### src/rtl/max_segment_tree_macros.svh
// ----------------------------------------------------------------------------
// max segment tree assertion macros
// shared check forms for the range-maximum tree rtl
// ----------------------------------------------------------------------------
`ifndef MAX_SEGMENT_TREE_MACROS_SVH
`define MAX_SEGMENT_TREE_MACROS_SVH

// same-cycle implication, held off during reset
`define MST_ASSERT_IMP(name, clk, rst, ante, cons) \
   name: assert property (@(posedge clk) disable iff (rst) (ante) |-> (cons)) \
      else $error("mst: same-cycle check failed");

// next-cycle implication, held off during reset
`define MST_ASSERT_NEXT(name, clk, rst, ante, cons) \
   name: assert property (@(posedge clk) disable iff (rst) (ante) |=> (cons)) \
      else $error("mst: next-cycle check failed");

`endif

### src/rtl/mst_pkg.sv
// ----------------------------------------------------------------------------
// mst_pkg
// widths, command codes and shared types of the range-maximum tree
// ----------------------------------------------------------------------------
`timescale 1ns / 1ps
`default_nettype none

package mst_pkg;

   localparam int IDX_W  = 11;
   localparam int DATA_W = 32;

   // leaves_in_use after reset
   localparam logic [IDX_W-1:0] CSR_RESET = 11'd1024;

   localparam logic CMD_RAISE = 1'b0;
   localparam logic CMD_QUERY = 1'b1;

   typedef struct packed {
      logic                     valid;
      logic signed [DATA_W-1:0] range_max;
   } result_type;

endpackage

`default_nettype wire

### src/rtl/mst_channels.sv
// ----------------------------------------------------------------------------
// mst channels
// valid/ready channel bundles for request, response and csr write
// ----------------------------------------------------------------------------
`timescale 1ns / 1ps
`default_nettype none

interface mst_req_if
   import mst_pkg::*;
();
   logic                     valid;
   logic                     ready;
   logic                     cmd;
   logic        [IDX_W-1:0]  leaf_index;
   logic signed [DATA_W-1:0] new_value;
   logic        [IDX_W-1:0]  range_low;
   logic        [IDX_W-1:0]  range_high;

   modport source (output valid, cmd, leaf_index, new_value, range_low, range_high,
                   input ready);
   modport sink   (input valid, cmd, leaf_index, new_value, range_low, range_high,
                   output ready);
endinterface


`default_nettype wire

### src/rtl/mst_tree_ctrl.sv
// ----------------------------------------------------------------------------
// mst_tree_ctrl
// sequencer for tree clear, leaf raise with ancestor rewrite, and range query
// ----------------------------------------------------------------------------
`timescale 1ns / 1ps
`default_nettype none

`include "max_segment_tree_macros.svh"

module mst_tree_ctrl
   import mst_pkg::*;
#(
   parameter int LEAVES = 1024
) (
   input  wire logic                              clock,
   input  wire logic                              reset,
   mst_req_if.sink                                req_ch,
   input  wire logic [IDX_W-1:0]                  leaves_in_use,
   output      result_type                        res,
   input  wire logic                              res_ready,
   output      logic                              ram_wr_en,
   output      logic [$clog2(2*LEAVES)-1:0]       ram_wr_addr,
   output      logic [DATA_W-1:0]                 ram_wr_data,
   output      logic [$clog2(2*LEAVES)-1:0]       ram_rd_addr_a,
   output      logic [$clog2(2*LEAVES)-1:0]       ram_rd_addr_b,
   input  wire logic [DATA_W-1:0]                 ram_rd_data_a,
   input  wire logic [DATA_W-1:0]                 ram_rd_data_b
);

   localparam int DEPTH = 2 * LEAVES;
   localparam int AW    = $clog2(DEPTH);
   localparam int NW    = $clog2(DEPTH + 1);
   localparam int CW    = (NW > IDX_W) ? NW : IDX_W;

   localparam logic [CW-1:0] LEAVES_C = CW'(LEAVES);
   localparam logic [CW-1:0] ONE_C    = CW'(1);
   localparam logic [AW-1:0] CLR_LAST = AW'(DEPTH - 1);
   localparam logic [AW-1:0] ROOT     = AW'(1);

   typedef enum logic [5:0] {
      ST_CLEAR    = 6'b000001,
      ST_IDLE     = 6'b000010,
      ST_UPD_LEAF = 6'b000100,
      ST_UPD_UP   = 6'b001000,
      ST_QRY      = 6'b010000,
      ST_QRY_DONE = 6'b100000
   } state_type;

   state_type                state_ff, state_in;
   logic        [AW-1:0]     clr_cnt_ff, clr_cnt_in;
   logic        [NW-1:0]     node_ff, node_in;   // update: current child, query: left bound
   logic        [NW-1:0]     r_ff, r_in;
   logic signed [DATA_W-1:0] val_ff, val_in;
   logic signed [DATA_W-1:0] best_ff, best_in;
   logic                     pend_a_ff, pend_a_in;
   logic                     pend_b_ff, pend_b_in;

   // request decode, clipped against the active leaf count
   logic [CW-1:0] csr_cw, n_cw, idx_cw, leaf_cw;
   logic [CW-1:0] lo_cw, hi_cw, l0_cw, r0_cw;
   logic          upd_ok, q_ok;

   assign csr_cw  = CW'(leaves_in_use);
   assign n_cw    = (csr_cw > LEAVES_C) ? LEAVES_C : csr_cw;
   assign idx_cw  = CW'(req_ch.leaf_index);
   assign upd_ok  = (idx_cw != '0) && (idx_cw <= n_cw);
   assign leaf_cw = LEAVES_C + idx_cw - ONE_C;
   assign lo_cw   = (req_ch.range_low == '0) ? ONE_C : CW'(req_ch.range_low);
   assign hi_cw   = (CW'(req_ch.range_high) > n_cw) ? n_cw : CW'(req_ch.range_high);
   assign q_ok    = (lo_cw <= hi_cw);
   assign l0_cw   = LEAVES_C + lo_cw - ONE_C;
   assign r0_cw   = LEAVES_C + hi_cw;

   // datapath shared by the steps
   logic signed [DATA_W-1:0] rd_a_s, rd_b_s, mx, acc_a, acc_b;
   logic        [AW-1:0]     parent;
   logic        [NW-1:0]     l_next, r_next, r_m1;
   logic                     q_more;

   assign rd_a_s = $signed(ram_rd_data_a);
   assign rd_b_s = $signed(ram_rd_data_b);
   assign mx     = (rd_a_s > val_ff) ? rd_a_s : val_ff;
   assign parent = node_ff[AW-1:0] >> 1;
   assign acc_a  = (pend_a_ff && (rd_a_s > best_ff)) ? rd_a_s : best_ff;
   assign acc_b  = (pend_b_ff && (rd_b_s > acc_a)) ? rd_b_s : acc_a;
   assign q_more = (node_ff < r_ff);
   assign l_next = (node_ff + NW'(node_ff[0])) >> 1;
   assign r_next = (r_ff - NW'(r_ff[0])) >> 1;
   assign r_m1   = r_ff - NW'(1);

   assign req_ch.ready  = (state_ff == ST_IDLE);

   always_comb begin
      state_in      = state_ff;
      clr_cnt_in    = clr_cnt_ff;
      node_in       = node_ff;
      r_in          = r_ff;
      val_in        = val_ff;
      best_in       = best_ff;
      pend_a_in     = 1'b0;
      pend_b_in     = 1'b0;
      ram_wr_en     = 1'b0;
      ram_wr_addr   = node_ff[AW-1:0];
      ram_wr_data   = mx;
      ram_rd_addr_a = node_ff[AW-1:0];
      ram_rd_addr_b = r_m1[AW-1:0];
      res.valid     = 1'b0;
      res.range_max = best_ff;
      case (state_ff)
         ST_CLEAR: begin
            ram_wr_en   = 1'b1;
            ram_wr_addr = clr_cnt_ff;
            ram_wr_data = '0;
            clr_cnt_in  = clr_cnt_ff + AW'(1);
            if (clr_cnt_ff == CLR_LAST) begin
               state_in = ST_IDLE;
            end
         end
         ST_IDLE: begin
            if (req_ch.valid) begin
               if (req_ch.cmd == CMD_QUERY) begin
                  best_in  = '0;
                  node_in  = l0_cw[NW-1:0];
                  r_in     = r0_cw[NW-1:0];
                  state_in = q_ok ? ST_QRY : ST_QRY_DONE;
               end else if (upd_ok) begin
                  node_in       = leaf_cw[NW-1:0];
                  val_in        = req_ch.new_value;
                  ram_rd_addr_a = leaf_cw[AW-1:0];
                  state_in      = ST_UPD_LEAF;
               end
            end
         end
         ST_UPD_LEAF: begin
            // leaf data is back: merge, write, fetch the sibling
            ram_wr_en     = 1'b1;
            ram_wr_addr   = node_ff[AW-1:0];
            val_in        = mx;
            ram_rd_addr_a = node_ff[AW-1:0] ^ ROOT;
            state_in      = ST_UPD_UP;
         end
         ST_UPD_UP: begin
            // sibling data is back: parent = max of both children
            ram_wr_en   = 1'b1;
            ram_wr_addr = parent;
            val_in      = mx;
            if (parent == ROOT) begin
               state_in = ST_IDLE;
            end else begin
               node_in       = NW'(parent);
               ram_rd_addr_a = parent ^ ROOT;
            end
         end
         ST_QRY: begin
            best_in = acc_b;
            if (q_more) begin
               ram_rd_addr_a = node_ff[AW-1:0];
               ram_rd_addr_b = r_m1[AW-1:0];
               pend_a_in     = node_ff[0];
               pend_b_in     = r_ff[0];
               node_in       = l_next;
               r_in          = r_next;
            end else begin
               state_in = ST_QRY_DONE;
            end
         end
         ST_QRY_DONE: begin
            res.valid = 1'b1;
            if (res_ready) begin
               state_in = ST_IDLE;
            end
         end
         default: begin
            state_in = ST_IDLE;
         end
      endcase
   end

   always_ff @(posedge clock) begin
      if (reset) begin
         state_ff   <= ST_CLEAR;
         clr_cnt_ff <= '0;
         pend_a_ff  <= 1'b0;
         pend_b_ff  <= 1'b0;
      end else begin
         state_ff   <= state_in;
         clr_cnt_ff <= clr_cnt_in;
         pend_a_ff  <= pend_a_in;
         pend_b_ff  <= pend_b_in;
      end
      node_ff <= node_in;
      r_ff    <= r_in;
      val_ff  <= val_in;
      best_ff <= best_in;
   end

   `MST_ASSERT_IMP(a_query_no_write, clock, reset,
      (state_ff == ST_QRY) || (state_ff == ST_QRY_DONE), !ram_wr_en)
   `MST_ASSERT_IMP(a_clear_full_sweep, clock, reset,
      $past(state_ff == ST_CLEAR) && (state_ff == ST_IDLE), $past(clr_cnt_ff) == CLR_LAST)
   `MST_ASSERT_IMP(a_result_drained, clock, reset, res.valid, !pend_a_ff && !pend_b_ff)
   `MST_ASSERT_NEXT(a_update_climbs, clock, reset,
      (state_ff == ST_UPD_UP) && (parent != ROOT), node_ff == ($past(node_ff) >> 1))

endmodule

`default_nettype wire
### src/flat_wrapper.sv
// flat-port wrapper written by rule: the top's interface ports become plain ports
module mst_tree_ctrl_flat import mst_pkg::*;
#(
   parameter int LEAVES = 1024
)
  (clock, reset, leaves_in_use, res, res_ready, ram_wr_en, ram_wr_addr, ram_wr_data, ram_rd_addr_a, ram_rd_addr_b, ram_rd_data_a, ram_rd_data_b, req_ch_valid, req_ch_cmd, req_ch_leaf_index, req_ch_new_value, req_ch_range_low, req_ch_range_high, req_ch_ready);
  mst_req_if req_ch_i ();
  input  wire logic clock;
  input  wire logic reset;
  input  wire logic [IDX_W-1:0] leaves_in_use;
  output      result_type res;
  input  wire logic res_ready;
  output      logic ram_wr_en;
  output      logic [$clog2(2*LEAVES)-1:0] ram_wr_addr;
  output      logic [DATA_W-1:0] ram_wr_data;
  output      logic [$clog2(2*LEAVES)-1:0] ram_rd_addr_a;
  output      logic [$clog2(2*LEAVES)-1:0] ram_rd_addr_b;
  input  wire logic [DATA_W-1:0] ram_rd_data_a;
  input  wire logic [DATA_W-1:0] ram_rd_data_b;
  input wire logic [$bits(req_ch_i.valid)-1:0] req_ch_valid;
  input wire logic [$bits(req_ch_i.cmd)-1:0] req_ch_cmd;
  input wire logic [$bits(req_ch_i.leaf_index)-1:0] req_ch_leaf_index;
  input wire logic [$bits(req_ch_i.new_value)-1:0] req_ch_new_value;
  input wire logic [$bits(req_ch_i.range_low)-1:0] req_ch_range_low;
  input wire logic [$bits(req_ch_i.range_high)-1:0] req_ch_range_high;
  output wire logic [$bits(req_ch_i.ready)-1:0] req_ch_ready;
  assign req_ch_i.valid = req_ch_valid;
  assign req_ch_i.cmd = req_ch_cmd;
  assign req_ch_i.leaf_index = req_ch_leaf_index;
  assign req_ch_i.new_value = req_ch_new_value;
  assign req_ch_i.range_low = req_ch_range_low;
  assign req_ch_i.range_high = req_ch_range_high;
  assign req_ch_ready = req_ch_i.ready;
  mst_tree_ctrl #(.LEAVES(LEAVES)) u_core (.clock(clock), .reset(reset), .req_ch(req_ch_i), .leaves_in_use(leaves_in_use), .res(res), .res_ready(res_ready), .ram_wr_en(ram_wr_en), .ram_wr_addr(ram_wr_addr), .ram_wr_data(ram_wr_data), .ram_rd_addr_a(ram_rd_addr_a), .ram_rd_addr_b(ram_rd_addr_b), .ram_rd_data_a(ram_rd_data_a), .ram_rd_data_b(ram_rd_data_b));
endmodule
### config.mk
export PLATFORM = sky130hd
export DESIGN_NAME = mst_tree_ctrl_flat
export DESIGN_NICKNAME = d
export VERILOG_FILES = /design/src/rtl/mst_pkg.sv /design/src/rtl/mst_channels.sv /design/src/rtl/mst_tree_ctrl.sv /design/src/flat_wrapper.sv
export VERILOG_INCLUDE_DIRS = /design/src /design/src/rtl
export SDC_FILE = /design/constraint.sdc
export NUM_CORES = 1
export LEC_CHECK = 0
export BUFFER_PORTS_ARGS = -buffer_cell sky130_fd_sc_hd__buf_2
export CORE_ASPECT_RATIO = 0.75
export CORE_MARGIN = 3
export CORE_UTILIZATION = 60
export CTS_CLUSTER_DIAMETER = 200
export DETAILED_ROUTE_END_ITERATION = 16
export PLACE_DENSITY = 0.86
export SLEW_MARGIN = 20
export SYNTH_ARGS = -nofsm -noshare
export SYNTH_HDL_FRONTEND = slang
export SYNTH_SLANG_ARGS = --single-unit
### constraint.sdc
create_clock -name clock -period 10.12 [get_ports clock]
set_input_delay 0.506 -clock clock [delete_from_list [all_inputs] [get_ports clock]]
set_output_delay 0.506 -clock clock [all_outputs]
set_load 0.05 [all_outputs]
Yosys cells after proc, flatten, opt, wreduce, memory -nomap -nowiden

Cells that the tools add are included.

Reduce and logical (&&, ||, !) cells: 16
Add/sub/neg operators: 9
Magnitude comparators: 8
Mux-type cells: 41
Eq/ne operators: 19
Bitwise operators: 4

Operators by type and width:

| cell                                                                 | number |
|---|---|
| 32-bit 2-to-1 mux                                                    | 9 |
| 32-bit case mux with 2 select lines                                  | 2 |
| 12-bit 2-to-1 mux                                                    | 9 |
| 32-bit greater-than comparator                                       | 3 |
| 11-bit 2-to-1 mux                                                    | 6 |
| 6-bit 2-to-1 mux                                                     | 8 |
| 12-bit case mux with 3 select lines                                  | 1 |
| 6-bit case mux with 6 select lines                                   | 1 |
| 11-bit case mux with 3 select lines                                  | 1 |
| 11-bit by 12-bit adder with 12-bit output, first input constant      | 2 |
| 12-bit case mux with 2 select lines                                  | 1 |
| 12-bit by 1-bit subtractor with 12-bit output, second input constant | 2 |
| 11-bit case mux with 2 select lines                                  | 1 |
| 11-bit by 11-bit adder with 12-bit output, first input constant      | 1 |
| 12-bit by 1-bit adder with 12-bit output                             | 1 |
| 11-bit by 12-bit greater-than comparator with 1-bit output           | 1 |
| 11-bit by 12-bit <= comparator with 1-bit output                     | 1 |
| 12-bit <= comparator                                                 | 1 |
| 12-bit < comparator                                                  | 1 |
| 2-bit inequality test, second input constant                         | 6 |
| 12-bit nonzero test                                                  | 1 |
| 12-bit by 1-bit subtractor with 12-bit output                        | 1 |
| 11-bit by 1-bit adder with 11-bit output, second input constant      | 1 |
| 11-bit equality test, second input constant                          | 1 |
| other kinds (23)                                                     | 35 |

Output and inout port bits: 100
Logic and storage cells: 105
Register bits after elaboration: 107
Input port bits: 145

Depth between registers and ports, before layout

Word-level depth: 9
Gate-level depth with buffers: 23
Depth with buffers taken out: 19

Worst setup path after synthesis

OpenSTA, ideal clock, no wires.

Kind: reg2reg
Start point: reg u_core.best_ff[31]
End point: reg u_core.best_ff[3] (data pin)
Data arrival time: 4858 ps
Stages on the path, launching flop included: 23
Buffers on the path: 5
Setup time: 254 ps
Data required time: 9866 ps
Path slack: 5007 ps
Period minus slack after synthesis: 5113 ps
Path through: edfxtp_1 inv_1 ha_1 nand4_1 or4_1 o21a_1 clkbuf_1 buf_2 buf_2 nand4b_1 o2111ai_1 a21oi_1 ha_1 a21oi_1 o21ai_0 a221oi_1 o31ai_1 or4b_1 clkbuf_1 clkbuf_1 a21oi_1 nor2_1 o21a_1

Longest elaborated chain between the ends: 7

RTL lines:

| what                                  | RTL line             | RTL |
|---|---|---|
| start, declared                       | mst_tree_ctrl.sv:54  | `logic signed [DATA_W-1:0] best_ff, best_in;` |
| start signal, assigned                | mst_tree_ctrl.sv:194 | `best_ff <= best_in;` |
| 32-bit greater-than comparator        | mst_tree_ctrl.sv:84  | `assign acc_a = (pend_a_ff && (rd_a_s > best_ff)) ? rd_a_s : best_ff;` |
| 1-bit logical AND                     | mst_tree_ctrl.sv:84  |  |
| 32-bit 2-to-1 mux *                   | mst_tree_ctrl.sv:84  |  |
| 32-bit greater-than comparator        | mst_tree_ctrl.sv:85  | `assign acc_b = (pend_b_ff && (rd_b_s > acc_a)) ? rd_b_s : acc_a;` |
| 1-bit logical AND                     | mst_tree_ctrl.sv:85  |  |
| 32-bit 2-to-1 mux *                   | mst_tree_ctrl.sv:85  |  |
| 32-bit case mux with 2 select lines * | mst_tree_ctrl.sv:109 | `case (state_ff)` |

Mark *: on every way between the ends. The rest lies on a longest branch, timed or not.
A chain may end at the register's enable or synchronous reset.

Worst setup path in the final report

Start point: reg u_core.best_ff[30]
End point: reg u_core.best_ff[10] (data pin)

Same word-level chain as after synthesis.

==> impl_metrics.toml <==
[power]
leakage_nw = 6.073
internal_power_mw = 0.9885
power.density_nw_per_um2 = 143.2
p_comb_share_pct = 50.9
vdd_drop_max_mv = 0.2295
power.switching_mw = 0.9355
switching_share_pct = 48.62
pwr-share-clk_pct = 20.0
p_seq_share_pct = 29.1
power.total_mw = 1.924

[clock_network]
cts_max_level = 3
cts.hold.buffers_added = 0
ctsResizeCount = 0
cts.reportedPaths.clkPinSlew_ns = 0.08
post-cts-setup-buffer-count = 0
cts_num_sinks = 107
clk_latency_ns = 0.37
cts_buffers = 9
clock_path_buffers = 2
cts_tree = "built"
root_buffer = "clkbuf_16"

[setup_path]
required_ns = 10.21
path_class = "flip-flop to flip-flop"
cp.arrival_ns = 6.97
r2r_start = "u_core.best_ff[30]"
cp-end-kind = "flip-flop"
timing.rr.end = "u_core.best_ff[10]"
r2r_slack_ns = 3.24
worst_setup_path_start_kind = "flip-flop"
critPathMaxFanout = 35
reg2reg_depth = 17

[yosys]
netlist_area_um2 = 11850
ys_seq_area_share_pct = 25.51
ys_types = 61
avgSynthCellArea_um2 = 7.970
synthCells = 1487
synthArstFlopShare_pct = 0
synth_edf_count = 88
yosysWarnings = 0
synth_seq_cells = 107
syn_nets = 1777
synthFlopType = "edfxtp_1"

[floorplan]
dieHeight_um = 127.7
row_count = 43
die_area_um2 = 21490
pin_count = 245
chipWidth_um = 168.3
initial_core_util_pct = 62.58
core-area_um2 = 18940

[layout]
insertedDiodeCount = 0
nets = 1938
layout-drive-gt1-share_pct = 17.66
layout_commonest_cell = "buf_2"
multi_input_area_um2 = 8080
design_area_um2 = 13440
post-route-util_pct = 70.96
syn_to_final_growth_pct = 13.39
ff_latch_area_um2 = 3023
mostFrequentLayoutCells = "buf_2, a21oi_1, ha_1"
fillers = 1559

[timing]
worst_slack_ns = 3.236
slew_violations = 0
rsz0062_at_grt = "false"
fmax_ghz = 0.1453
worst_slew_pin_slew_ns = 0.9270
min_period_ns = 6.884
finClkSkew_ns = 0.01056
period_share_pct = 68.03
hold_viol_final = 0
relSlewSlack_pct = 38.20
fin_setup_tns_ns = 0
setup_viol = 0

[detailed_routing]
drtIter0Drc = 1905
num_vias = 12499
top_layer = "met4"
wl_mm = 38.43
viasPerCell = 6.578
remaining_drc_errors = 0
wl_met2_mm = 15.16
ant_nets = 0
met3_length_mm = 5.687
wl_per_cell_um = 20.23
met1_length_mm = 17.25
dr.pass1.iters = 8

[placed_design]
io_buffers = 244
postPlaceCellArea_um2 = 13100
gp_routability_congestion = 0.9908
pre_cts_slack_ns = 2.250
dp_hpwl_mm = 29.42

[global_routing]
grt_pass1_vias = 11025
grt_pass1_wl_mm = 59.96
grt_max_degree = 130
antenna_found_initial = 0
grt.overflow.total = 0
grtUsageTotal_pct = 34.47

[outcome]
outcome = "finished, final reports clean"

[hold_path]
holdCritPathClass = "input pin to flip-flop"
worstHoldPathCells = 3
min_from = "req_ch_new_value[25]"
min_delay_worst_endpoint = "u_core.val_ff[25]"

[flow_run]
maxCapViolations = 0
[power groups by stage]
stage,combinational [mW],sequential [mW],clock (mW)
after global routing,1.05,0.563,0.398
final,0.979,0.560,0.385
after detailed placement,0.963,0.565,0
after global placement,0.945,0.565,0
after CTS,0.969,0.556,0.385
after floorplan,0.704,0.568,0
[flip-flops by register name, indices dropped and copies added (netlist names)]
register	count
u_core.val_ff	32
u_core.pend_a_ff	1
u_core.pend_b_ff	1
u_core.state_ff	6
u_core.node_ff	12
u_core.clr_cnt_ff	11
u_core.best_ff	32
u_core.r_ff	12
[per-stage QoR]
stage | hold WS [ns] | cells
floorplan | 0.4670 | 1487
global placement | 0.4880 | 1884
detailed placement | 0.4925 | 1884
CTS | 0.4580 | 1900
global route | 0.4702 | 1900
finish | 0.4643 | 1900
[worst max path at each step]
stage,start,endpoint,slack [ns],cells past startpoint
CTS,u_core.best_ff[30],u_core.best_ff[10],2.33,17
global placement,ram_rd_data_a[11],u_core.best_ff[28],2.22,18
finish,u_core.best_ff[30],u_core.best_ff[10],3.24,17
detailed placement,ram_rd_data_a[31],u_core.best_ff[16],2.25,17
floorplan,u_core.best_ff[31],u_core.best_ff[3],5.01,22
global route,u_core.best_ff[30],u_core.best_ff[0],2.72,17
[kinds of logic after synthesis]
group	synth area share, %
mux	3.315
fa+ha+maj	15.31
buf+inv	6.968
compound gates	21.69
simple gates	24.93
flops	25.51
xor+xnor	2.291
[synth_stat cells, drive strengths merged, types with 15 or more instances]
cell	n	area share, %
nand4	57	3.1
mux2i	37	3.1
nor3	44	1.9
o21a	18	1.1
o21ai	44	1.9
a21oi	169	7.1
o2111ai	35	2.6
nand4b	34	2.5
dfxtp	19	3.2
nand2	96	3.0
nor2	114	3.6
inv	105	3.3
xor2	15	1.1
a21o	44	2.8
buf	19	0.89
nand3	64	2.7
clkbuf	86	2.7
ha	145	15
edfxtp	88	22
a211oi	34	2.2
xnor2	16	1.2
and2	33	1.7
nand2b	38	2.0
[metal layers]
metal  track usage [%]  up-vias
li1                  -     5871
met1             55.51     5782
met2             46.79      810
met3             8.693       36
met4             4.906        0
met5                 0        -
[area by class of cell]
class                           count  share of cell area, %
Timing Repair Buffer              255                  9.702
Clock buffer                       11                  2.048
Tap cell                          247                  2.300
Clock inverter                      5                 0.3631
Sequential cell                   107                  22.50
Inverter                          106                  2.961
Multi-Input combinational cell   1169                  60.13
[critical path: stages (launching register included)]
cell and delay [ns]:
edfxtp_1 0.52, inv_1 0.09, ha_1 0.33, nand4_1 0.18, nor4_1 0.62, nand2b_2 0.53, and2_2 0.59, o2111ai_1 0.51
a21oi_1 0.08, ha_1 0.42, nand4_1 0.17, nand4bb_1 0.28, o31a_1 0.36, nor2b_1 0.14, or4b_2 0.67, nand2_2 0.59
a211oi_1 0.38, nor3_1 0.08
Note: power is estimated with default switching activity, not from simulation.
